<file path="src/rtl/indel_trace_to_match_blocks_defines.svh">
// Assertion macros shared by the RTL of the indel trace to match block converter.
// No dependencies; define NO_ASSERTIONS to compile the checks out.
`ifndef INDEL_TRACE_TO_MATCH_BLOCKS_DEFINES_SVH
`define INDEL_TRACE_TO_MATCH_BLOCKS_DEFINES_SVH
`ifndef NO_ASSERTIONS
// Property that must hold at every clock edge outside reset.
`define ITMB_ASSERT(label, clk, rst_n, prop) \
	label: assert property (@(posedge clk) disable iff (!rst_n) (prop)) \
		else $error("itmb assertion failed");
// Condition in one cycle implies a consequence in the next cycle.
`define ITMB_ASSERT_NEXT(label, clk, rst_n, ante, cons) \
	label: assert property (@(posedge clk) disable iff (!rst_n) (ante) |=> (cons)) \
		else $error("itmb assertion failed");
`else
`define ITMB_ASSERT(label, clk, rst_n, prop)
`define ITMB_ASSERT_NEXT(label, clk, rst_n, ante, cons)
`endif
`endif

</file>
<file path="src/rtl/itmb_pkg.sv">
// Types and codes for the indel trace to match block converter.
// No dependencies; used by the channel interfaces and the top level.
`default_nettype none
package itmb_pkg;

	// Input operation codes.
	localparam logic [1:0] OP_START  = 2'd0;
	localparam logic [1:0] OP_TRACE  = 2'd1;
	localparam logic [1:0] OP_FINISH = 2'd2;

	// Result kinds.
	localparam logic KIND_BLOCK   = 1'b0;
	localparam logic KIND_SUMMARY = 1'b1;

	// One input item.
	typedef struct packed {
		logic [1:0]         opcode;
		logic [30:0]        a_begin;
		logic [30:0]        a_end;
		logic [30:0]        b_begin;
		logic [30:0]        b_end;
		logic [30:0]        diff_total;
		logic signed [31:0] trace_value;
	} item_t;

	// One result item.
	typedef struct packed {
		logic               kind;
		logic [30:0]        block_size;
		logic [30:0]        a_start;
		logic [30:0]        b_start;
		logic signed [31:0] matches_res;
		logic signed [31:0] mismatches;
		logic [30:0]        ins_runs;
		logic [30:0]        ins_count;
		logic [30:0]        del_runs;
		logic [30:0]        del_count;
		logic [30:0]        block_count;
		logic               last;
	} result_t;

endpackage
`default_nettype wire

</file>
<file path="src/rtl/itmb_item_if.sv">
// Valid/ready channel that carries input items.
// Depends on itmb_pkg for the item type.
`default_nettype none
interface itmb_item_if;
	logic                valid;
	logic                ready;
	itmb_pkg::item_t     data;

	modport source (output valid, output data, input ready);
	modport sink (input valid, input data, output ready);
endinterface
`default_nettype wire

</file>
<file path="src/rtl/itmb_result_if.sv">
// Valid/ready channel that carries result items.
// Depends on itmb_pkg for the result type.
`default_nettype none
interface itmb_result_if;
	logic                valid;
	logic                ready;
	itmb_pkg::result_t   data;

	modport source (output valid, output data, input ready);
	modport sink (input valid, input data, output ready);
endinterface
`default_nettype wire

</file>
<file path="src/rtl/indel_trace_to_match_blocks.sv">
// Indel trace to gap-free match block converter, top level.
// Depends on itmb_pkg, itmb_item_if, itmb_result_if and the defines header.
//
// The block takes one item per clock cycle while its result slots have room. An
// accepted item lands in an input register, from which a single pass of adders
// and compares updates the cursors and counters and loads zero, one or two results
// into a two-slot result register, whose head is shown on the output. A trace
// item yields at most one result, so a stream of trace items runs at one transfer
// per cycle on both sides while the output accepts every result. A finish item
// yields a closing block when its run is positive, then a summary, which leave in
// consecutive result transfers; the input register moves on only when the slots
// are empty or their single remaining result transfers in that same cycle, so a
// finish with a closing block stalls the input until its block has left. A start
// or an unused opcode produces no result. There is no clearing pass after reset.
`default_nettype none
`include "indel_trace_to_match_blocks_defines.svh"
module indel_trace_to_match_blocks (
	input  wire logic   clk,
	input  wire logic   arst_n,
	itmb_item_if.sink   item,
	itmb_result_if.source result
);

	// Input register.
	logic            valid_s1;
	itmb_pkg::item_t item_s1;

	// Alignment state. The interval bounds are kept in the derived form the
	// finish step needs: the A end and the combined term M+N-2*diff_total.
	logic [31:0] a_cursor_q;
	logic [31:0] b_cursor_q;
	logic [31:0] previous_value_q;
	logic [31:0] ins_total_q;
	logic [31:0] del_total_q;
	logic [31:0] indel_total_q;
	logic [30:0] ins_run_total_q;
	logic [30:0] del_run_total_q;
	logic [30:0] blocks_seen_q;
	logic [30:0] a_end_q;
	logic [31:0] diff_total_q;
	logic [31:0] mn_term_q;

	// Result slots: slot0 is the head shown on the output channel.
	itmb_pkg::result_t slot0_q;
	itmb_pkg::result_t slot1_q;
	logic [1:0]        count_q;

	logic              pop;
	logic              advance;

	// Step logic signals.
	logic        is_start;
	logic        is_trace;
	logic        is_finish;
	logic        is_ins;
	logic [31:0] trace_p;
	logic [31:0] trace_run;
	logic [31:0] finish_run;
	logic [31:0] run;
	logic        has_block;
	logic [31:0] trace_a_next;
	logic [31:0] trace_b_next;
	logic        pos_changed;
	logic [31:0] mismatch_sum;
	logic [31:0] match_sum;
	logic [31:0] match_half;
	logic [30:0] blocks_next;
	logic [31:0] start_mn;
	itmb_pkg::result_t block_res;
	itmb_pkg::result_t summary_res;
	itmb_pkg::result_t load0;
	logic [1:0]        load_count;

	// Handshake control.
	assign pop          = result.valid && result.ready;
	assign advance      = valid_s1 && (count_q == 2'd0 || (count_q == 2'd1 && pop));
	assign item.ready   = !valid_s1 || advance;
	assign result.valid = count_q != 2'd0;
	assign result.data  = slot0_q;

	// Input register.
	always_ff @(posedge clk or negedge arst_n) begin
		if (!arst_n) begin
			valid_s1 <= 1'b0;
		end else if (item.ready) begin
			valid_s1 <= item.valid;
		end
	end

	always_ff @(posedge clk) begin
		if (item.valid && item.ready) begin
			item_s1 <= item.data;
		end
	end

	// Decode and run arithmetic for the registered item.
	always_comb begin
		is_start  = item_s1.opcode == itmb_pkg::OP_START;
		is_trace  = item_s1.opcode == itmb_pkg::OP_TRACE;
		is_finish = item_s1.opcode == itmb_pkg::OP_FINISH;
		is_ins    = item_s1.trace_value[31];
		trace_p   = $unsigned(item_s1.trace_value);

		// An insertion ends the run on A, a deletion ends it on B.
		if (is_ins) begin
			trace_run    = 32'd0 - (trace_p + a_cursor_q);
			trace_a_next = 32'd0 - trace_p;
			trace_b_next = b_cursor_q + trace_run + 32'd1;
		end else begin
			trace_run    = trace_p - b_cursor_q;
			trace_a_next = a_cursor_q + trace_run + 32'd1;
			trace_b_next = trace_p;
		end
		pos_changed = trace_p != previous_value_q;

		finish_run = {1'b0, a_end_q} - a_cursor_q + 32'd1;
		run        = is_finish ? finish_run : trace_run;
		has_block  = (is_trace || is_finish) && run != 32'd0 && !run[31];
	end

	// Summary arithmetic: S = diff - indel, X = M+N+indel-2*diff halved toward zero.
	always_comb begin
		mismatch_sum = diff_total_q - indel_total_q;
		match_sum    = mn_term_q + indel_total_q;
		match_half   = $unsigned($signed(match_sum + {31'd0, match_sum[31]}) >>> 1);
		blocks_next  = blocks_seen_q + {30'd0, has_block};
		start_mn     = ({1'b0, item_s1.a_end} - {1'b0, item_s1.a_begin})
			+ ({1'b0, item_s1.b_end} - {1'b0, item_s1.b_begin})
			- {item_s1.diff_total, 1'b0};
	end

	// Result assembly.
	always_comb begin
		block_res            = '0;
		block_res.kind       = itmb_pkg::KIND_BLOCK;
		block_res.block_size = run[30:0];
		block_res.a_start    = a_cursor_q[30:0];
		block_res.b_start    = b_cursor_q[30:0];

		summary_res             = '0;
		summary_res.kind        = itmb_pkg::KIND_SUMMARY;
		summary_res.matches_res = $signed(match_half);
		summary_res.mismatches  = $signed(mismatch_sum);
		summary_res.ins_runs    = ins_run_total_q;
		summary_res.ins_count   = ins_total_q[30:0];
		summary_res.del_runs    = del_run_total_q;
		summary_res.del_count   = del_total_q[30:0];
		summary_res.block_count = blocks_next;
		summary_res.last        = 1'b1;

		load0      = has_block ? block_res : summary_res;
		load_count = {1'b0, has_block} + {1'b0, is_finish};
	end

	// Result slots: load on advance, otherwise shift on each output transfer.
	always_ff @(posedge clk or negedge arst_n) begin
		if (!arst_n) begin
			count_q <= 2'd0;
		end else if (advance) begin
			count_q <= load_count;
		end else if (pop) begin
			count_q <= count_q - 2'd1;
		end
	end

	always_ff @(posedge clk) begin
		if (advance) begin
			slot0_q <= load0;
			slot1_q <= summary_res;
		end else if (pop) begin
			slot0_q <= slot1_q;
		end
	end

	// Alignment state update.
	always_ff @(posedge clk or negedge arst_n) begin
		if (!arst_n) begin
			a_cursor_q       <= '0;
			b_cursor_q       <= '0;
			previous_value_q <= '0;
			ins_total_q      <= '0;
			del_total_q      <= '0;
			indel_total_q    <= '0;
			ins_run_total_q  <= '0;
			del_run_total_q  <= '0;
			blocks_seen_q    <= '0;
			a_end_q          <= '0;
			diff_total_q     <= '0;
			mn_term_q        <= '0;
		end else if (advance) begin
			if (is_start) begin
				a_end_q          <= item_s1.a_end;
				diff_total_q     <= {1'b0, item_s1.diff_total};
				mn_term_q        <= start_mn;
				a_cursor_q       <= {1'b0, item_s1.a_begin} + 32'd1;
				b_cursor_q       <= {1'b0, item_s1.b_begin} + 32'd1;
				previous_value_q <= '0;
				ins_total_q      <= '0;
				del_total_q      <= '0;
				indel_total_q    <= '0;
				ins_run_total_q  <= '0;
				del_run_total_q  <= '0;
				blocks_seen_q    <= '0;
			end else if (is_trace) begin
				a_cursor_q       <= trace_a_next;
				b_cursor_q       <= trace_b_next;
				previous_value_q <= trace_p;
				indel_total_q    <= indel_total_q + 32'd1;
				blocks_seen_q    <= blocks_next;
				if (is_ins) begin
					ins_total_q     <= ins_total_q + 32'd1;
					ins_run_total_q <= ins_run_total_q + {30'd0, pos_changed};
				end else begin
					del_total_q     <= del_total_q + 32'd1;
					del_run_total_q <= del_run_total_q + {30'd0, pos_changed};
				end
			end else if (is_finish) begin
				blocks_seen_q <= blocks_next;
			end
		end
	end

	// The slot count never holds more than the two results of a finish.
	`ITMB_ASSERT(a_count_range, clk, arst_n, count_q != 2'd3)
	// A second pending result is always the summary.
	`ITMB_ASSERT(a_slot1_summary, clk, arst_n,
		count_q != 2'd2 || (slot1_q.kind == itmb_pkg::KIND_SUMMARY && slot1_q.last))
	// The final flag only ever rides on a summary.
	`ITMB_ASSERT(a_last_summary, clk, arst_n,
		!(result.valid && result.data.last) || result.data.kind == itmb_pkg::KIND_SUMMARY)
	// A finish always leaves at least one result pending.
	`ITMB_ASSERT_NEXT(a_finish_result, clk, arst_n, advance && is_finish, count_q != 2'd0)
	// A deletion puts the B cursor at the trace position.
	`ITMB_ASSERT_NEXT(a_del_cursor, clk, arst_n, advance && is_trace && !is_ins,
		b_cursor_q == $past(trace_p))

endmodule
`default_nettype wire
</file>
<file path="src/flat_wrapper.sv">
// flat-port wrapper written by rule: the top's interface ports become plain ports
module indel_trace_to_match_blocks_flat 
  (clk, arst_n, item_valid, item_data, item_ready, result_valid, result_data, result_ready);
  itmb_item_if item_i ();
  itmb_result_if result_i ();
  input  wire logic clk;
  input  wire logic arst_n;
  input wire logic [$bits(item_i.valid)-1:0] item_valid;
  input wire logic [$bits(item_i.data)-1:0] item_data;
  output wire logic [$bits(item_i.ready)-1:0] item_ready;
  output wire logic [$bits(result_i.valid)-1:0] result_valid;
  output wire logic [$bits(result_i.data)-1:0] result_data;
  input wire logic [$bits(result_i.ready)-1:0] result_ready;
  assign item_i.valid = item_valid;
  assign item_i.data = item_data;
  assign item_ready = item_i.ready;
  assign result_valid = result_i.valid;
  assign result_data = result_i.data;
  assign result_i.ready = result_ready;
  indel_trace_to_match_blocks u_core (.clk(clk), .arst_n(arst_n), .item(item_i), .result(result_i));
endmodule
</file>
<file path="config.mk">
export PLATFORM = sky130hd
export DESIGN_NAME = indel_trace_to_match_blocks_flat
export DESIGN_NICKNAME = d
export VERILOG_FILES = /design/src/rtl/itmb_pkg.sv /design/src/rtl/itmb_item_if.sv /design/src/rtl/itmb_result_if.sv /design/src/rtl/indel_trace_to_match_blocks.sv /design/src/flat_wrapper.sv
export VERILOG_INCLUDE_DIRS = /design/src /design/src/rtl
export SDC_FILE = /design/constraint.sdc
export NUM_CORES = 2
export LEC_CHECK = 0
export BUFFER_PORTS_ARGS = -buffer_cell sky130_fd_sc_hd__clkbuf_2
export CORE_MARGIN = 8
export CORE_UTILIZATION = 55
export CTS_CLUSTER_DIAMETER = 120
export DETAILED_ROUTE_END_ITERATION = 10
export HOLD_SLACK_MARGIN = 0.08
export PLACE_DENSITY = 0.77
export SYNTH_ARGS = -nofsm -noshare
export SYNTH_HDL_FRONTEND = slang
export SYNTH_SLANG_ARGS = --single-unit
export TNS_END_PERCENT = 1
</file>
<file path="constraint.sdc">
create_clock -name clk -period 7.66 [get_ports clk]
set_input_delay 1.532 -clock clk [delete_from_list [all_inputs] [get_ports clk]]
set_output_delay 1.532 -clock clk [all_outputs]
set_load 0.05 [all_outputs]
</file>
Word-level counts from Yosys, hierarchy flattened:

Index checks and enable logic that the tools add are counted.

* flip-flop bits (word level): 1103
* output and inout bits: 316
* word-level logic and storage cells: 128

* $add $sub $neg: 27
* eq/ne operators: 5
* mux-type cells: 32
* reduce and logical (&&, ||, !) cells: 24

Operators by type and width (count)
* 314-bit two-way mux: 3
* 32-bit two-way mux: 18
* 31-bit two-way mux: 9
* 32-bit by 1-bit adder with 32-bit output (second input constant): 6
* 32-bit adder: 5
* 31-bit by 1-bit adder with 31-bit output: 3
* 31-bit by 1-bit adder with 32-bit output (second input constant): 2
* 1-bit by 32-bit subtractor with 32-bit output (first input constant): 2
* 31-bit by 31-bit subtractor with 32-bit output: 2
* 31-bit by 32-bit subtractor with 32-bit output: 2
* 32-bit subtractor: 2
* 32-bit by 1-bit adder with 32-bit output: 1
* 32-bit != test: 1
* 32-bit nonzero test: 1
* 2-bit nonzero test: 4
* 1-bit logical AND: 6
* 2-bit AND reduction: 3
* 3-bit AND reduction: 2
* 2-bit by 1-bit equality test with 1-bit output (second input constant): 2
* 2-bit zero test: 2
* 2-bit two-way mux: 2
* 1-bit logical OR: 3
* 3-bit nonzero test: 1
* 1-bit by 1-bit adder with 2-bit output: 1
* 4 further kinds: 5

Depth between registers and ports, before layout:

* depth after elaboration: 11
* depth in mapped cells: 35
* mapped depth without buffers: 31

Worst setup path before layout:

Ideal clock, no wire load.

* kind: input-to-reg
* start point: in result_ready
* end point: reg u_core.count_q[0]
* arrival: 8883 ps
* required time: 7227 ps
* path slack: -1655 ps
* stages on the path: 7
* cells stage by stage: a21oi_1 -> nand2b_1 -> clkbuf_1 -> inv_1 -> clkbuf_1 -> buf_1 -> o21ai_0

* longest elaborated chain between the ends: 5

RTL lines
* start, declared: line flat_wrapper.sv:13 `input wire logic [$bits(result_i.ready)-1:0] result_ready;`
* 1-bit logical AND (*): line indel_trace_to_match_blocks.sv:75 `assign pop = result.valid && result.ready;`
* 1-bit logical AND (*): line indel_trace_to_match_blocks.sv:76 `assign advance = valid_s1 && (count_q == 2'd0 || (count_q == 2'd1 && pop));`
* 1-bit logical OR (*): line indel_trace_to_match_blocks.sv:76
* 1-bit logical AND (*): line indel_trace_to_match_blocks.sv:76
* net u_core.advance: line indel_trace_to_match_blocks.sv:49 `logic advance;`
* 2-bit two-way mux / 2-bit nonzero test (equally long branches)
* end signal, assigned: line indel_trace_to_match_blocks.sv:160 `count_q <= load_count;`
* end signal, assigned: line indel_trace_to_match_blocks.sv:162 `count_q <= count_q - 2'd1;`
* end, declared: line indel_trace_to_match_blocks.sv:46 `logic [1:0] count_q;`

The timed path passes the listed nets; every way through them passes the cells marked *.
A chain may end at the register's enable or synchronous reset.

Worst setup path after layout:

* start point: reg u_core.a_cursor_q[6]
* end point: reg u_core.slot0_q, in the netlist u_core.result.data[31] (data pin)

* longest elaborated chain between the ends: 10

RTL lines
* start, declared: line indel_trace_to_match_blocks.sv:30 `logic [31:0] a_cursor_q;`
* start signal, assigned: line indel_trace_to_match_blocks.sv:195 `a_cursor_q <= {1'b0, item_s1.a_begin} + 32'd1;`
* start signal, assigned: line indel_trace_to_match_blocks.sv:205 `a_cursor_q <= trace_a_next;`
* 32-bit adder: line indel_trace_to_match_blocks.sv:106 `trace_run = 32'd0 - (trace_p + a_cursor_q);`
* 1-bit by 32-bit subtractor with 32-bit output: line indel_trace_to_match_blocks.sv:106
* 32-bit two-way mux: line indel_trace_to_match_blocks.sv:105 `if (is_ins) begin`
* 32-bit two-way mux (*): line indel_trace_to_match_blocks.sv:117 `run = is_finish ? finish_run : trace_run;`
* 32-bit nonzero test: line indel_trace_to_match_blocks.sv:118 `has_block = (is_trace || is_finish) && run != 32'd0 && !run[31];`
* 1-bit logical AND: line indel_trace_to_match_blocks.sv:118
* 1-bit logical AND (*): line indel_trace_to_match_blocks.sv:118
* 31-bit by 1-bit adder with 31-bit output: line indel_trace_to_match_blocks.sv:126 `blocks_next = blocks_seen_q + {30'd0, has_block};`
* 314-bit two-way mux (*): line indel_trace_to_match_blocks.sv:151 `load0 = has_block ? block_res : summary_res;`
* 314-bit two-way mux (*): line indel_trace_to_match_blocks.sv:167 `if (advance) begin`
* end signal, assigned: line indel_trace_to_match_blocks.sv:168 `slot0_q <= load0;`
* end signal, assigned: line indel_trace_to_match_blocks.sv:171 `slot0_q <= slot1_q;`
* end, declared: line indel_trace_to_match_blocks.sv:44 `itmb_pkg::result_t slot0_q;`

Every way passes the cells marked *; elsewhere a longest branch is shown, timed or not.

==> impl_metrics.csv <==
group,metric,value,unit
run_status,status,"completed",
floorplan,chipWidth,351,µm
final_layout,multiInputGateArea,28500,µm²
sta,tns,0,ns
floorplan,die_height,351,µm
route,drtPass1Iterations,6,
place,globalplace.congestion,0.984,
sta,fin_crit_sh,95.8,%
global_routing,grt_overflow,0,
sta,clock.fmax,136,MHz
setup_path,critPathArrivalTime,7.78,ns
cts,cts_max_level,3,
flow_run,drv_cap,0,
setup_path,r2r_start,"u_core.a_cursor_q[6]$_DFFE_PN0P_",
yosys,yosysUniqueCellTypes,85,
floorplan,initial_utilization,55.1,%
global_routing,grt_use_total,30.6,%
worst_hold_path,min_from,"u_core.del_total_q[10]$_DFFE_PN0P_",
final_layout,layout-drive-gt1-share,12.6,%
cts,clockBufferDepth,3,
cts,clk_latency,0.73,ns
cts,clk_pin_slew,0.07,ns
setup_path,reg2reg_depth,28,
setup_path,worstSetupPathType,"flip-flop to flip-flop",
floorplan,dieArea,123000,µm²
route,initialDrtViolationCount,5418,
final_layout,largest_reg_flops,312,
route,drtAntennaViolNets,0,
route,via_per_inst,6.00,
cts,cts_tree,"yes",
yosys,avgSynthCellArea,10.2,µm²
yosys,synth_ff_type,"edfxtp_1",
cts,cts.sinks,1099,
floorplan,core-area,112000,µm²
place,dpl.hpwl,146000,µm
yosys,synth-edff-count,719,
sta,worst_slew_pin_slew,1.36,ns
floorplan,ios,509,
final_layout,register_area,31100,µm²
final_layout,nFillCells,9098,
final_layout,final_nets,7140,
worst_hold_path,hold_end,"u_core.slot1_q[42]$_DFFE_PP_",
sta,setup_viol,0,
final_layout,final_cell_mix,"994 x nand2_1, 719 x edfxtp_1, 615 x o21ai_0",
worst_hold_path,worstHoldPathType,"flip-flop to flip-flop",
yosys,ys_seq_elements,1099,
route,wl_per_cell,23.8,µm
sta,worst_slew_margin_rel,8.72,%
yosys,syn-cell-area,61600,µm²
setup_path,timing.rr.end,"u_core.result.data[31]$_DFFE_PP_",
sta,slew_viol_final,0,
sta,fin_skew,0.0409,ns
sta,holdWs,0.487,ns
final_layout,syn_to_final_growth,13.0,%
setup_path,slowest_stage,"or4_1",
yosys,yosys_warnings,0,
yosys,syn-num-nets,6680,
place,port_buffers,508,
setup_path,cp_data_required_time,8.10,ns
global_routing,grt_pass1_wl,288000,µm
setup_path,path_buf_inv,2,
setup_path,worst_setup_path_end_kind,"flip-flop",
sta,rsz0062_at_grt,"true",
setup_path,max_stage_delay,0.58,ns
sta,final.min_clock_period,7.34,ns
floorplan,core.rowCount,123,
setup_path,cp-start-kind,"flip-flop",
sta,hold_viol_final,0,
final_layout,final_common_cell,"nand2_1",
global_routing,antenna_found_initial,15,
setup_path,crit_fanout,6,
route,drc,0,
cts,numCtsBuffers,112,
route,vias,48803,
cts,holdBufCountCts,0,
setup_path,rrSetupSlack,0.32,ns
yosys,async_flop_share,34.6,%
yosys,ys_seq_area_share,50.5,%
final_layout,final_core_util,62.2,%
global_routing,first_global_vias,46701,
global_routing,grt_max_degree,211,
cts,cts-root-buf,"clkbuf_16",
route,routed_wl,194000,µm
setup_path,cp_common_cell,"ha_1",
worst_hold_path,whs_path_depth,0,
setup_path,critical-path-top-delay-family,"simple AND/OR/NAND/NOR gates",
yosys,synthCells,6058,
how the worst max path moves through the flow:
stage                                          start                          endpoint  slack [ns]  cells past startpoint
finish              u_core.a_cursor_q[6]$_DFFE_PN0P_  u_core.result.data[31]$_DFFE_PP_        0.32                     28
global route        u_core.a_cursor_q[4]$_DFFE_PN0P_  u_core.result.data[31]$_DFFE_PP_      -0.002                     28
CTS                 u_core.a_cursor_q[1]$_DFFE_PN0P_  u_core.result.data[28]$_DFFE_PP_        0.28                     30
detailed placement  u_core.a_cursor_q[1]$_DFFE_PN0P_  u_core.result.data[28]$_DFFE_PP_        0.35                     30
global placement         u_core.trace_p[0]$_DFFE_PP_  u_core.result.data[28]$_DFFE_PP_        0.50                     29
floorplan                               result_ready     u_core.item_s1[100]$_DFFE_PP_        0.73                      3
synth_stat cells (all sizes together), types with 94 or more instances:
cell type | n | area [µm²]
dfrtp | 380 | 9510
a21oi | 269 | 1350
inv | 326 | 1220
fa | 97 | 1940
o21ai | 621 | 3110
nand3 | 140 | 701
nor3 | 166 | 831
nand2 | 998 | 3750
nor2 | 326 | 1220
xor2 | 143 | 1250
clkbuf | 220 | 826
xnor2 | 294 | 2570
a21o | 95 | 713
ha | 332 | 4150
and3 | 94 | 588
edfxtp | 719 | 21600
metal layers:
metal  global-route usage (%)  routed length [µm]  up-vias
met5                        0                 108        -
met4                     15.2               10800       16
met3                     5.22               15600      416
met2                     48.6               88400     2090
met1                     40.9               78600    23688
li1                         -                   -    22593
logic make-up after synthesis:
group	Yosys count	synth area share, %
AND/OR/NAND/NOR	2039	14.9
AO/OA/AOI/OAI	1458	14.6
flip-flops	1099	50.5
buffers and inverters	570	3.52
XOR/XNOR	437	6.21
adder cells (fa/ha/maj)	429	9.89
multiplexers	26	0.432
repair_timing:
action	in CTS	in global routing
hold endpoints to repair	0	0
setup endpoints to repair	0	14
resized for setup	0	8
buffers inserted	0	0
per-stage QoR:
stage          area, µm²  worst slack [ns]  std cells
2_1_floorplan      61600             0.728       6058
6_report           69600             0.322       8128
4_1_cts            69500             0.276       8116
5_1_grt            69600          -0.00214       8116
3_5_place_dp       65900             0.354       7904
3_3_place_gp       65900             0.497       7904
final cells by class:
| class | count | area share [%] |
|---|---|---|
| flip-flops and latches | 1099 | 44.7 |
| multi-input cells | 4389 | 40.9 |
| repair buffers | 590 | 4.64 |
| clock buffers | 148 | 4.35 |
| well taps | 1500 | 2.70 |
| inverters | 326 | 1.78 |
| clock inverters | 64 | 0.882 |
| diodes | 12 | 0.0431 |
Power is not shown: default switching activity piles up to over one toggle a cycle in this logic, so the estimate is an artifact.
